--- config.mk ---
export PLATFORM = sky130hd
export DESIGN_NAME = decaying_sine_tone_player_unit
export DESIGN_NICKNAME = d
export VERILOG_FILES = /design/src/dstp_pkg.sv /design/src/dstp_seq.sv /design/src/dstp_dp.sv /design/src/decaying_sine_tone_player_unit.sv
export SDC_FILE = /design/constraint.sdc
export NUM_CORES = 2
export LEC_CHECK = 0
export ABC_AREA = 0
export BUFFER_PORTS_ARGS = -buffer_cell sky130_fd_sc_hd__buf_2
export CAP_MARGIN = 20
export CORE_ASPECT_RATIO = 1.25
export CORE_UTILIZATION = 59
export DETAILED_ROUTE_END_ITERATION = 10
export PLACE_DENSITY_LB_ADDON = 0.1
export SETUP_SLACK_MARGIN = 0.02
export SKIP_CTS_REPAIR_TIMING = 1
export SLEW_MARGIN = 10
export SYNTH_ARGS = -nofsm -noshare
export SYNTH_HDL_FRONTEND = slang
export SYNTH_SLANG_ARGS = --single-unit
--- constraint.sdc ---
create_clock -name i_clk -period 9.45 [get_ports i_clk]
set_input_delay 0.945 -clock i_clk [delete_from_list [all_inputs] [get_ports i_clk]]
set_output_delay 0.945 -clock i_clk [all_outputs]
set_load 0.02 [all_outputs]
--- src/dstp_pkg.sv ---
// ----------------------------------------------------------------------------
// dstp_pkg
// Types and constants shared by the tone player sequencer and datapath.
// ----------------------------------------------------------------------------
package dstp_pkg;

    localparam int unsigned PC_BITS = 4;

    localparam logic [31:0] SIN_A     = 32'd51472;
    localparam logic [31:0] SIN_B     = 32'd21024;
    localparam logic [31:0] SIN_C     = 32'd2320;
    localparam logic [31:0] PEAK_AMPL = 32'd16000;
    localparam logic [16:0] ENV_FULL  = 17'd65536;
    localparam logic [8:0]  VOL_UNITY = 9'd256;
    localparam logic [8:0]  VOL_RESET = 9'd77;

    typedef enum logic [2:0] {
        UK_DISPATCH,
        UK_LOAD,
        UK_SILENT,
        UK_STOP,
        UK_MUL,
        UK_EMIT
    } t_kind;

    typedef enum logic [1:0] {
        SA_X,
        SA_X2,
        SA_ACC
    } t_sel_a;

    typedef enum logic [2:0] {
        SB_X,
        SB_X2,
        SB_C,
        SB_ENV,
        SB_PEAK,
        SB_VOL
    } t_sel_b;

    typedef enum logic [1:0] {
        PO_NONE,
        PO_SUB_A,
        PO_SUB_B
    } t_post;

    typedef struct packed {
        t_kind              kind;
        t_sel_a             sel_a;
        t_sel_b             sel_b;
        logic [4:0]         shift;
        t_post              post;
        logic               wr_x2;
        logic [PC_BITS-1:0] next;
    } t_uop;

    typedef struct packed {
        logic fire;
        t_uop uop;
    } t_ctrl;

    typedef struct packed {
        logic trig;
        logic playing;
        logic active;
        logic out_full;
    } t_stat;

endpackage

--- src/dstp_seq.sv ---
// ----------------------------------------------------------------------------
// dstp_seq
// Step counter and control store: dispatches each item and walks the program.
// ----------------------------------------------------------------------------
module dstp_seq (
    input  logic           i_clk,
    input  logic           i_rst_n,
    input  logic           i_valid,
    output logic           o_ready,
    input  dstp_pkg::t_stat i_stat,
    output dstp_pkg::t_ctrl o_ctrl
);

    localparam logic [dstp_pkg::PC_BITS-1:0] PC_DISPATCH = 4'd0;
    localparam logic [dstp_pkg::PC_BITS-1:0] PC_LOAD     = 4'd1;
    localparam logic [dstp_pkg::PC_BITS-1:0] PC_SILENT   = 4'd2;
    localparam logic [dstp_pkg::PC_BITS-1:0] PC_STOP     = 4'd3;
    localparam logic [dstp_pkg::PC_BITS-1:0] PC_MUL0     = 4'd4;
    localparam logic [dstp_pkg::PC_BITS-1:0] PC_POLY_C   = 4'd5;
    localparam logic [dstp_pkg::PC_BITS-1:0] PC_POLY_B   = 4'd6;
    localparam logic [dstp_pkg::PC_BITS-1:0] PC_SINE     = 4'd7;
    localparam logic [dstp_pkg::PC_BITS-1:0] PC_ENV      = 4'd8;
    localparam logic [dstp_pkg::PC_BITS-1:0] PC_PEAK     = 4'd9;
    localparam logic [dstp_pkg::PC_BITS-1:0] PC_VOL      = 4'd10;
    localparam logic [dstp_pkg::PC_BITS-1:0] PC_EMIT     = 4'd11;

    function automatic dstp_pkg::t_uop rom(input logic [dstp_pkg::PC_BITS-1:0] pc);
        dstp_pkg::t_uop u;
        u.kind  = dstp_pkg::UK_MUL;
        u.sel_a = dstp_pkg::SA_ACC;
        u.sel_b = dstp_pkg::SB_X;
        u.shift = 5'd15;
        u.post  = dstp_pkg::PO_NONE;
        u.wr_x2 = 1'b0;
        u.next  = pc + 4'd1;
        unique case (pc)
            PC_DISPATCH: u.kind = dstp_pkg::UK_DISPATCH;
            PC_LOAD:     u.kind = dstp_pkg::UK_LOAD;
            PC_SILENT:   u.kind = dstp_pkg::UK_SILENT;
            PC_STOP:     u.kind = dstp_pkg::UK_STOP;
            PC_MUL0: begin
                u.sel_a = dstp_pkg::SA_X;
                u.wr_x2 = 1'b1;
            end
            PC_POLY_C: begin
                u.sel_a = dstp_pkg::SA_X2;
                u.sel_b = dstp_pkg::SB_C;
                u.post  = dstp_pkg::PO_SUB_B;
            end
            PC_POLY_B: begin
                u.sel_b = dstp_pkg::SB_X2;
                u.post  = dstp_pkg::PO_SUB_A;
            end
            PC_SINE:     u.sel_b = dstp_pkg::SB_X;
            PC_ENV: begin
                u.sel_b = dstp_pkg::SB_ENV;
                u.shift = 5'd0;
            end
            PC_PEAK: begin
                u.sel_b = dstp_pkg::SB_PEAK;
                u.shift = 5'd31;
            end
            PC_VOL: begin
                u.sel_b = dstp_pkg::SB_VOL;
                u.shift = 5'd8;
            end
            PC_EMIT:     u.kind = dstp_pkg::UK_EMIT;
            default: begin
                u.kind = dstp_pkg::UK_SILENT;
                u.next = PC_DISPATCH;
            end
        endcase
        return u;
    endfunction

    logic                         r_busy;
    logic [dstp_pkg::PC_BITS-1:0] r_pc;
    logic                         n_busy;
    logic [dstp_pkg::PC_BITS-1:0] n_pc;
    dstp_pkg::t_uop               uop;
    logic                         emits;
    logic                         stall;

    assign uop     = rom(r_pc);
    assign emits   = (uop.kind == dstp_pkg::UK_SILENT) || (uop.kind == dstp_pkg::UK_STOP) ||
                     (uop.kind == dstp_pkg::UK_EMIT);
    assign stall   = emits && i_stat.out_full;
    assign o_ready = !r_busy;

    assign o_ctrl.fire = r_busy && !stall;
    assign o_ctrl.uop  = uop;

    always_comb begin
        n_busy = r_busy;
        n_pc   = r_pc;
        if (!r_busy) begin
            if (i_valid) begin
                n_busy = 1'b1;
                n_pc   = PC_DISPATCH;
            end
        end else if (!stall) begin
            unique case (uop.kind)
                dstp_pkg::UK_DISPATCH: begin
                    if (i_stat.trig) begin
                        n_pc = PC_LOAD;
                    end else if (!i_stat.playing) begin
                        n_pc = PC_SILENT;
                    end else if (!i_stat.active) begin
                        n_pc = PC_STOP;
                    end else begin
                        n_pc = PC_MUL0;
                    end
                end
                dstp_pkg::UK_MUL: n_pc = uop.next;
                default: begin
                    n_busy = 1'b0;
                    n_pc   = PC_DISPATCH;
                end
            endcase
        end
    end

    always_ff @(posedge i_clk) begin
        if (!i_rst_n) begin
            r_busy <= 1'b0;
            r_pc   <= PC_DISPATCH;
        end else begin
            r_busy <= n_busy;
            r_pc   <= n_pc;
        end
    end

    a_pc_in_program: assert property (@(posedge i_clk) disable iff (!i_rst_n)
        r_busy |-> r_pc <= PC_EMIT)
        else $error("step counter left the program");

    a_start_dispatch: assert property (@(posedge i_clk) disable iff (!i_rst_n)
        (i_valid && o_ready) |=> (r_busy && r_pc == PC_DISPATCH))
        else $error("accepted item did not start at dispatch");

    a_stall_hold: assert property (@(posedge i_clk) disable iff (!i_rst_n)
        (r_busy && stall) |=> (r_busy && $stable(r_pc)))
        else $error("output step not held while result waits");

    a_idle_pc: assert property (@(posedge i_clk) disable iff (!i_rst_n)
        !r_busy |-> r_pc == PC_DISPATCH)
        else $error("idle sequencer away from dispatch");

endmodule

--- src/dstp_dp.sv ---
// ----------------------------------------------------------------------------
// dstp_dp
// Tone state, shared multiplier with shift and subtract, and result register.
// ----------------------------------------------------------------------------
module dstp_dp #(
    parameter int unsigned MAX_TONE_SAMPLES = 22050,
    parameter int unsigned SINE_TABLE_BITS  = 10
) (
    input  logic               i_clk,
    input  logic               i_rst_n,
    input  logic               i_cfg_we,
    input  logic [8:0]         i_cfg_data,
    input  logic               i_accept,
    input  logic               i_op,
    input  logic [31:0]        i_phase_step,
    input  logic [14:0]        i_tone_length,
    input  logic [15:0]        i_decay_step,
    input  dstp_pkg::t_ctrl    i_ctrl,
    output dstp_pkg::t_stat    o_stat,
    output logic               o_valid,
    input  logic               i_ready,
    output logic signed [14:0] o_sample,
    output logic               o_still_playing
);

    localparam logic [31:0] PHASE_KEEP = ~(32'hFFFF_FFFF >> SINE_TABLE_BITS);
    localparam logic [14:0] MAX_LEN    = 15'(MAX_TONE_SAMPLES);

    logic [8:0]  r_vol;
    logic [31:0] r_phase;
    logic [16:0] r_env;
    logic [14:0] r_index;
    logic [14:0] r_len;
    logic [31:0] r_step;
    logic [15:0] r_decay;
    logic        r_playing;
    logic        r_out_valid;
    logic        r_out_playing;
    logic signed [14:0] r_sample;

    logic        r_op;
    logic [31:0] r_in_step;
    logic [14:0] r_in_len;
    logic [15:0] r_in_decay;
    logic [31:0] r_acc;
    logic [15:0] r_x2;

    logic [31:0] fold;
    logic [15:0] x;
    logic        neg;
    logic [31:0] mul_a;
    logic [31:0] mul_b;
    logic [63:0] prod;
    logic [63:0] shifted;
    logic [31:0] res;
    logic [8:0]  vol_sat;
    logic [14:0] mag;
    logic [14:0] n_sample;
    logic [16:0] n_env;
    logic [14:0] n_len;
    logic        emit_now;

    assign fold    = r_phase & PHASE_KEEP;
    assign x       = fold[30] ? (16'd32768 - {1'b0, fold[29:15]}) : {1'b0, fold[29:15]};
    assign neg     = fold[31];
    assign vol_sat = (r_vol > dstp_pkg::VOL_UNITY) ? dstp_pkg::VOL_UNITY : r_vol;

    always_comb begin
        case (i_ctrl.uop.sel_a)
            dstp_pkg::SA_X:  mul_a = {16'd0, x};
            dstp_pkg::SA_X2: mul_a = {16'd0, r_x2};
            default:         mul_a = r_acc;
        endcase
        case (i_ctrl.uop.sel_b)
            dstp_pkg::SB_X:    mul_b = {16'd0, x};
            dstp_pkg::SB_X2:   mul_b = {16'd0, r_x2};
            dstp_pkg::SB_C:    mul_b = dstp_pkg::SIN_C;
            dstp_pkg::SB_ENV:  mul_b = {15'd0, r_env};
            dstp_pkg::SB_PEAK: mul_b = dstp_pkg::PEAK_AMPL;
            default:           mul_b = {23'd0, vol_sat};
        endcase
    end

    assign prod    = {32'd0, mul_a} * {32'd0, mul_b};
    assign shifted = prod >> i_ctrl.uop.shift;

    always_comb begin
        case (i_ctrl.uop.post)
            dstp_pkg::PO_SUB_A: res = dstp_pkg::SIN_A - shifted[31:0];
            dstp_pkg::PO_SUB_B: res = dstp_pkg::SIN_B - shifted[31:0];
            default:            res = shifted[31:0];
        endcase
    end

    assign mag      = r_acc[14:0];
    assign n_sample = neg ? (~mag + 15'd1) : mag;
    assign n_env    = (r_env > {1'b0, r_decay}) ? (r_env - {1'b0, r_decay}) : 17'd0;
    assign n_len    = (r_in_len > MAX_LEN) ? MAX_LEN : r_in_len;
    assign emit_now = i_ctrl.fire && (i_ctrl.uop.kind inside {dstp_pkg::UK_SILENT,
                                                              dstp_pkg::UK_STOP,
                                                              dstp_pkg::UK_EMIT});

    always_ff @(posedge i_clk) begin
        if (!i_rst_n) begin
            r_vol         <= dstp_pkg::VOL_RESET;
            r_phase       <= '0;
            r_env         <= '0;
            r_index       <= '0;
            r_len         <= '0;
            r_step        <= '0;
            r_decay       <= '0;
            r_playing     <= 1'b0;
            r_out_valid   <= 1'b0;
            r_out_playing <= 1'b0;
        end else begin
            if (i_cfg_we) begin
                r_vol <= i_cfg_data;
            end
            if (emit_now) begin
                r_out_valid <= 1'b1;
            end else if (i_ready) begin
                r_out_valid <= 1'b0;
            end
            if (i_ctrl.fire) begin
                case (i_ctrl.uop.kind)
                    dstp_pkg::UK_LOAD: begin
                        r_step    <= r_in_step;
                        r_len     <= n_len;
                        r_decay   <= r_in_decay;
                        r_phase   <= '0;
                        r_env     <= dstp_pkg::ENV_FULL;
                        r_index   <= '0;
                        r_playing <= 1'b1;
                    end
                    dstp_pkg::UK_SILENT: begin
                        r_out_playing <= 1'b0;
                    end
                    dstp_pkg::UK_STOP: begin
                        r_playing     <= 1'b0;
                        r_out_playing <= 1'b0;
                    end
                    dstp_pkg::UK_EMIT: begin
                        r_index       <= r_index + 15'd1;
                        r_phase       <= r_phase + r_step;
                        r_env         <= n_env;
                        r_out_playing <= 1'b1;
                    end
                    default: ;
                endcase
            end
        end
    end

    always_ff @(posedge i_clk) begin
        if (i_accept) begin
            r_op       <= i_op;
            r_in_step  <= i_phase_step;
            r_in_len   <= i_tone_length;
            r_in_decay <= i_decay_step;
        end
        if (i_ctrl.fire) begin
            case (i_ctrl.uop.kind) inside
                dstp_pkg::UK_MUL: begin
                    r_acc <= res;
                    if (i_ctrl.uop.wr_x2) begin
                        r_x2 <= res[15:0];
                    end
                end
                dstp_pkg::UK_SILENT, dstp_pkg::UK_STOP: r_sample <= '0;
                dstp_pkg::UK_EMIT:                     r_sample <= n_sample;
                default: ;
            endcase
        end
    end

    assign o_stat.trig     = r_op;
    assign o_stat.playing  = r_playing;
    assign o_stat.active   = r_index < r_len;
    assign o_stat.out_full = r_out_valid && !i_ready;

    assign o_valid         = r_out_valid;
    assign o_sample        = r_sample;
    assign o_still_playing = r_out_playing;

endmodule

--- src/decaying_sine_tone_player_unit.sv ---
// ----------------------------------------------------------------------------
// decaying_sine_tone_player_unit
// Sine tone generator with a linear envelope, run by a small control program.
//
// Input channel (i_valid / o_ready): i_op high triggers a tone with
// i_phase_step, i_tone_length (clamped to MAX_TONE_SAMPLES) and i_decay_step;
// i_op low is a tick that asks for one sample. A trigger gives no result.
// Output channel (o_valid / i_ready): one transfer per tick, o_sample and
// o_still_playing.
// i_cfg_we / i_cfg_data write the master volume (Q1.8, above 256 saturates).
// Steps: a trigger runs dispatch and load after its transfer; a silent or
// ending tick runs dispatch and its output step, its result showing in the
// cycle after; a playing tick runs dispatch, seven program steps on the
// shared 32x32 multiplier (sine polynomial, envelope, peak, volume) and
// output; result and o_ready return together. One item is in work at a time.
// A result waiting in the output register does not block the next transfer;
// a stalled receiver holds the program at its output step until taken.
// Reset: silent, volume 77, no result pending.
// ----------------------------------------------------------------------------
module decaying_sine_tone_player_unit #(
    parameter int unsigned MAX_TONE_SAMPLES = 22050,
    parameter int unsigned SINE_TABLE_BITS  = 10
) (
    input  logic               i_clk,
    input  logic               i_rst_n,
    input  logic               i_cfg_we,
    input  logic [8:0]         i_cfg_data,
    input  logic               i_valid,
    output logic               o_ready,
    input  logic               i_op,
    input  logic [31:0]        i_phase_step,
    input  logic [14:0]        i_tone_length,
    input  logic [15:0]        i_decay_step,
    output logic               o_valid,
    input  logic               i_ready,
    output logic signed [14:0] o_sample,
    output logic               o_still_playing
);

    dstp_pkg::t_ctrl ctrl;
    dstp_pkg::t_stat stat;
    logic            accept;

    assign accept = i_valid && o_ready;

    dstp_seq u_seq (
        .i_clk   (i_clk),
        .i_rst_n (i_rst_n),
        .i_valid (i_valid),
        .o_ready (o_ready),
        .i_stat  (stat),
        .o_ctrl  (ctrl)
    );

    dstp_dp #(
        .MAX_TONE_SAMPLES (MAX_TONE_SAMPLES),
        .SINE_TABLE_BITS  (SINE_TABLE_BITS)
    ) u_dp (
        .i_clk           (i_clk),
        .i_rst_n         (i_rst_n),
        .i_cfg_we        (i_cfg_we),
        .i_cfg_data      (i_cfg_data),
        .i_accept        (accept),
        .i_op            (i_op),
        .i_phase_step    (i_phase_step),
        .i_tone_length   (i_tone_length),
        .i_decay_step    (i_decay_step),
        .i_ctrl          (ctrl),
        .o_stat          (stat),
        .o_valid         (o_valid),
        .i_ready         (i_ready),
        .o_sample        (o_sample),
        .o_still_playing (o_still_playing)
    );

endmodule

==> results.json <==
{
  "drt_iter0_markers": 2301,
  "period_minus_slack_ns": 9.24,
  "synth.most_common_cell": "nor2_1",
  "hold_viol": 0,
  "path_class": "reg -> reg",
  "clkTransAtPathRegs_ns": 0.07,
  "worstMarginPinSlew_ns": 1.08,
  "setup_tns_ns": 0,
  "grt_overflow": 0,
  "cp_top_family": "adder cells",
  "maxSlewViolCount": 0,
  "grt_pass1_wl_um": 156000,
  "switching_share": 0.241,
  "ys_seq_area_frac": 0.209,
  "final_nets": 4762,
  "worst_slack_ns": 0.212,
  "synth_top_area_cell": "fa_1",
  "async_reset_ff_frac": 0,
  "pin_count": 96,
  "max_freq_mhz": 108,
  "firstDrtPassIters": 9,
  "p_switching_w": 0.000616,
  "antenna_left": 0,
  "cp-start-kind": "register",
  "synth_edf_count": 127,
  "root_buffer": "clkbuf_16",
  "grt_antenna_before_repair": 0,
  "yosys_register_bits": 271,
  "synthTopCellsByArea": "fa_1 28%, edfxtp_1 12%, dfxtp_1 9.0%, ha_1 7.8%, nor2_1 6.6%",
  "crit_path_frequent_cell": "fa_1",
  "portBuffers": 95,
  "drive_above_1_share": 0.210,
  "synth_nets": 4361,
  "dp_slack_ns": -0.230,
  "cap_violations": 0,
  "cp_slowest_cell": "fa_1",
  "finClkSkew_ns": 0.0111,
  "met2_length_um": 52500,
  "cts_buffer_depth": 3,
  "htree_levels": 1,
  "yosysWarnings": 0,
  "slowest_delay_ns": 0.56,
  "cp.arrival_ns": 9.50,
  "place.gp.congestion": 1.03,
  "crit_buf_inv": 7,
  "syn_avg_cell_area_um2": 8.82,
  "numCtsBuffers": 23,
  "seqPwrFrac": 0.507,
  "die_area_um2": 55200,
  "postSynthCellCount": 3632,
  "finalPower_w": 0.00255,
  "clock_sinks": 271,
  "fp.dieW_um": 210,
  "ir_drop_mv": 0.220,
  "grt_util_all_layers": 0.363,
  "cp.required_ns": 9.71,
  "synth_top_area_frac": 0.282,
  "p_int_w": 0.00193,
  "synth_flop_cell": "dfxtp_1",
  "status": "finished, final reports clean",
  "wl_per_cell_um": 21.4,
  "worstSkewPairLatency_ns": 0.53,
  "slew_headroom": 0.278,
  "rows": 95,
  "final.period_utilization": 0.978,
  "syn_area_um2": 32000,
  "grt_pass1_vias": 29400,
  "ys_types": 101,
  "vias": 28500,
  "routed.top_layer": "met4",
  "route.detailed.drc": 0,
  "core-area_um2": 53700,
  "hold_slack_ns": 0.455,
  "synth_common_cells": "559 x nor2_1, 451 x fa_1, 445 x inv_1",
  "whs_path_depth": 2,
  "powerDensity_nw_per_um2": 65.5,
  "p_comb_frac": 0.099,
  "cp_max_fo": 9,
  "met1Wirelength_um": 36400,
  "setup_viol": 0,
  "worstSetupPathDepth": 33,
  "leakage_nw": 15.0,
  "area_delta_synth_final_pct": 21.6,
  "start_util": 0.596,
  "viasPerCell": 5.96,
  "wl_met3_um": 7170,
  "end_kind": "register",
  "r2r_cells": 33,
  "tritoncts": "built",
  "hp-class": "reg -> reg",
  "n_antenna_cell": 0,
  "wirelength_um": 102000,
  "die_height_um": 263,
  "clkPwrFrac": 0.394,
  "dp_hpwl_um": 82600,
  "grt_max_degree": 87
}
-- cell usage in the layout, fill, tap and decap left out, types with 65 or more instances in the layout --
| cell | netlist | routed |
|---|---|---|
| a21oi_1 | 168 | 143 |
| buf_2 | 8 | 95 |
| buf_4 | 2 | 391 |
| dfxtp_1 | 144 | 139 |
| edfxtp_1 | 127 | 127 |
| fa_1 | 451 | 435 |
| ha_1 | 200 | 176 |
| inv_1 | 445 | 438 |
| nand2_1 | 433 | 418 |
| nor2_1 | 559 | 534 |
| o21ai_0 | 99 | 70 |
| xnor2_1 | 70 | 65 |
-- metrics by stage --
stage,instances,utilization,area (um^2)
6_report,4776,0.725,38900
3_5_place_dp,4673,0.674,36200
5_1_grt,4776,0.725,38900
3_3_place_gp,4673,0.674,36200
2_1_floorplan,3632,-,32000
4_1_cts,4714,0.689,37000
-- routing by layer --
layer	GRT usage	up-vias
li1	-	12800
met1	0.413	14200
met4	0.200	0
met5	0	-
met3	0.0507	336
met2	0.652	1163
-- kinds of logic after synthesis --
logic type | after synthesis | synth area share
buffers and inverters | 629 | 0.0771
multiplexers | 21 | 0.00664
XOR/XNOR | 131 | 0.0358
AO/OA/AOI/OAI | 655 | 0.141
AND/OR/NAND/NOR | 1274 | 0.170
flip-flops | 271 | 0.209
adder cells (fa/ha/maj) | 651 | 0.360
-- worst paths after layout --
kind | start | to | slack (ns)
worst min-delay path | u_dp.r_decay[12] | u_dp.r_decay[12] | 0.46
worst min register to register | u_dp.r_decay[12] | u_dp.r_decay[12] | 0.46
worst max-delay path | u_dp.r_phase[22] | u_dp.r_acc[31] | 0.21
worst max register to register | u_dp.r_phase[22] | u_dp.r_acc[31] | 0.21
-- power groups by stage --
stage	clock network (W)	logic, W	registers (W)
4_1_cts	0.00101	0.000231	0.00129
3_3_place_gp	0	0.000224	0.00132
5_1_grt	0.00105	0.000273	0.00130
2_1_floorplan	0	0.000142	0.00132
3_5_place_dp	0	0.000230	0.00132
6_report	0.00100	0.000252	0.00129
-- flip-flops by register name, summed over array words and instances (netlist names), 4 cells and up --
register / flops
u_dp.r_env: 17
u_dp.r_phase: 32
u_dp.r_decay: 16
u_dp.r_x2: 16
u_dp.o_sample: 15
u_dp.r_in_step: 32
u_dp.r_in_len: 15
u_dp.r_acc: 32
u_seq.r_pc: 4
u_dp.r_in_decay: 16
u_dp.r_index: 15
u_dp.r_step: 32
u_dp.r_vol: 9
u_dp.r_len: 15
-- worst min-delay path: cells and delay by family, from the launching register on --
family | cells | cell delay, ns
flip-flops | 1 | 0.31
AO/OA/AOI/OAI | 1 | 0.05
AND/OR/NAND/NOR | 1 | 0.05
-- cell type report --
| type | count | area, um^2 |
|---|---|---|
| Fill cell | 4209 | 14800 |
| Sequential cell | 271 | 6710 |
| Tap cell | 727 | 910 |
| Multi-Input combinational cell | 2732 | 24100 |
| Clock buffer | 27 | 622 |
| Timing Repair Buffer | 559 | 4710 |
| Inverter | 446 | 1680 |
| Clock inverter | 14 | 169 |
Note: power is estimated with default switching activity, not from simulation.
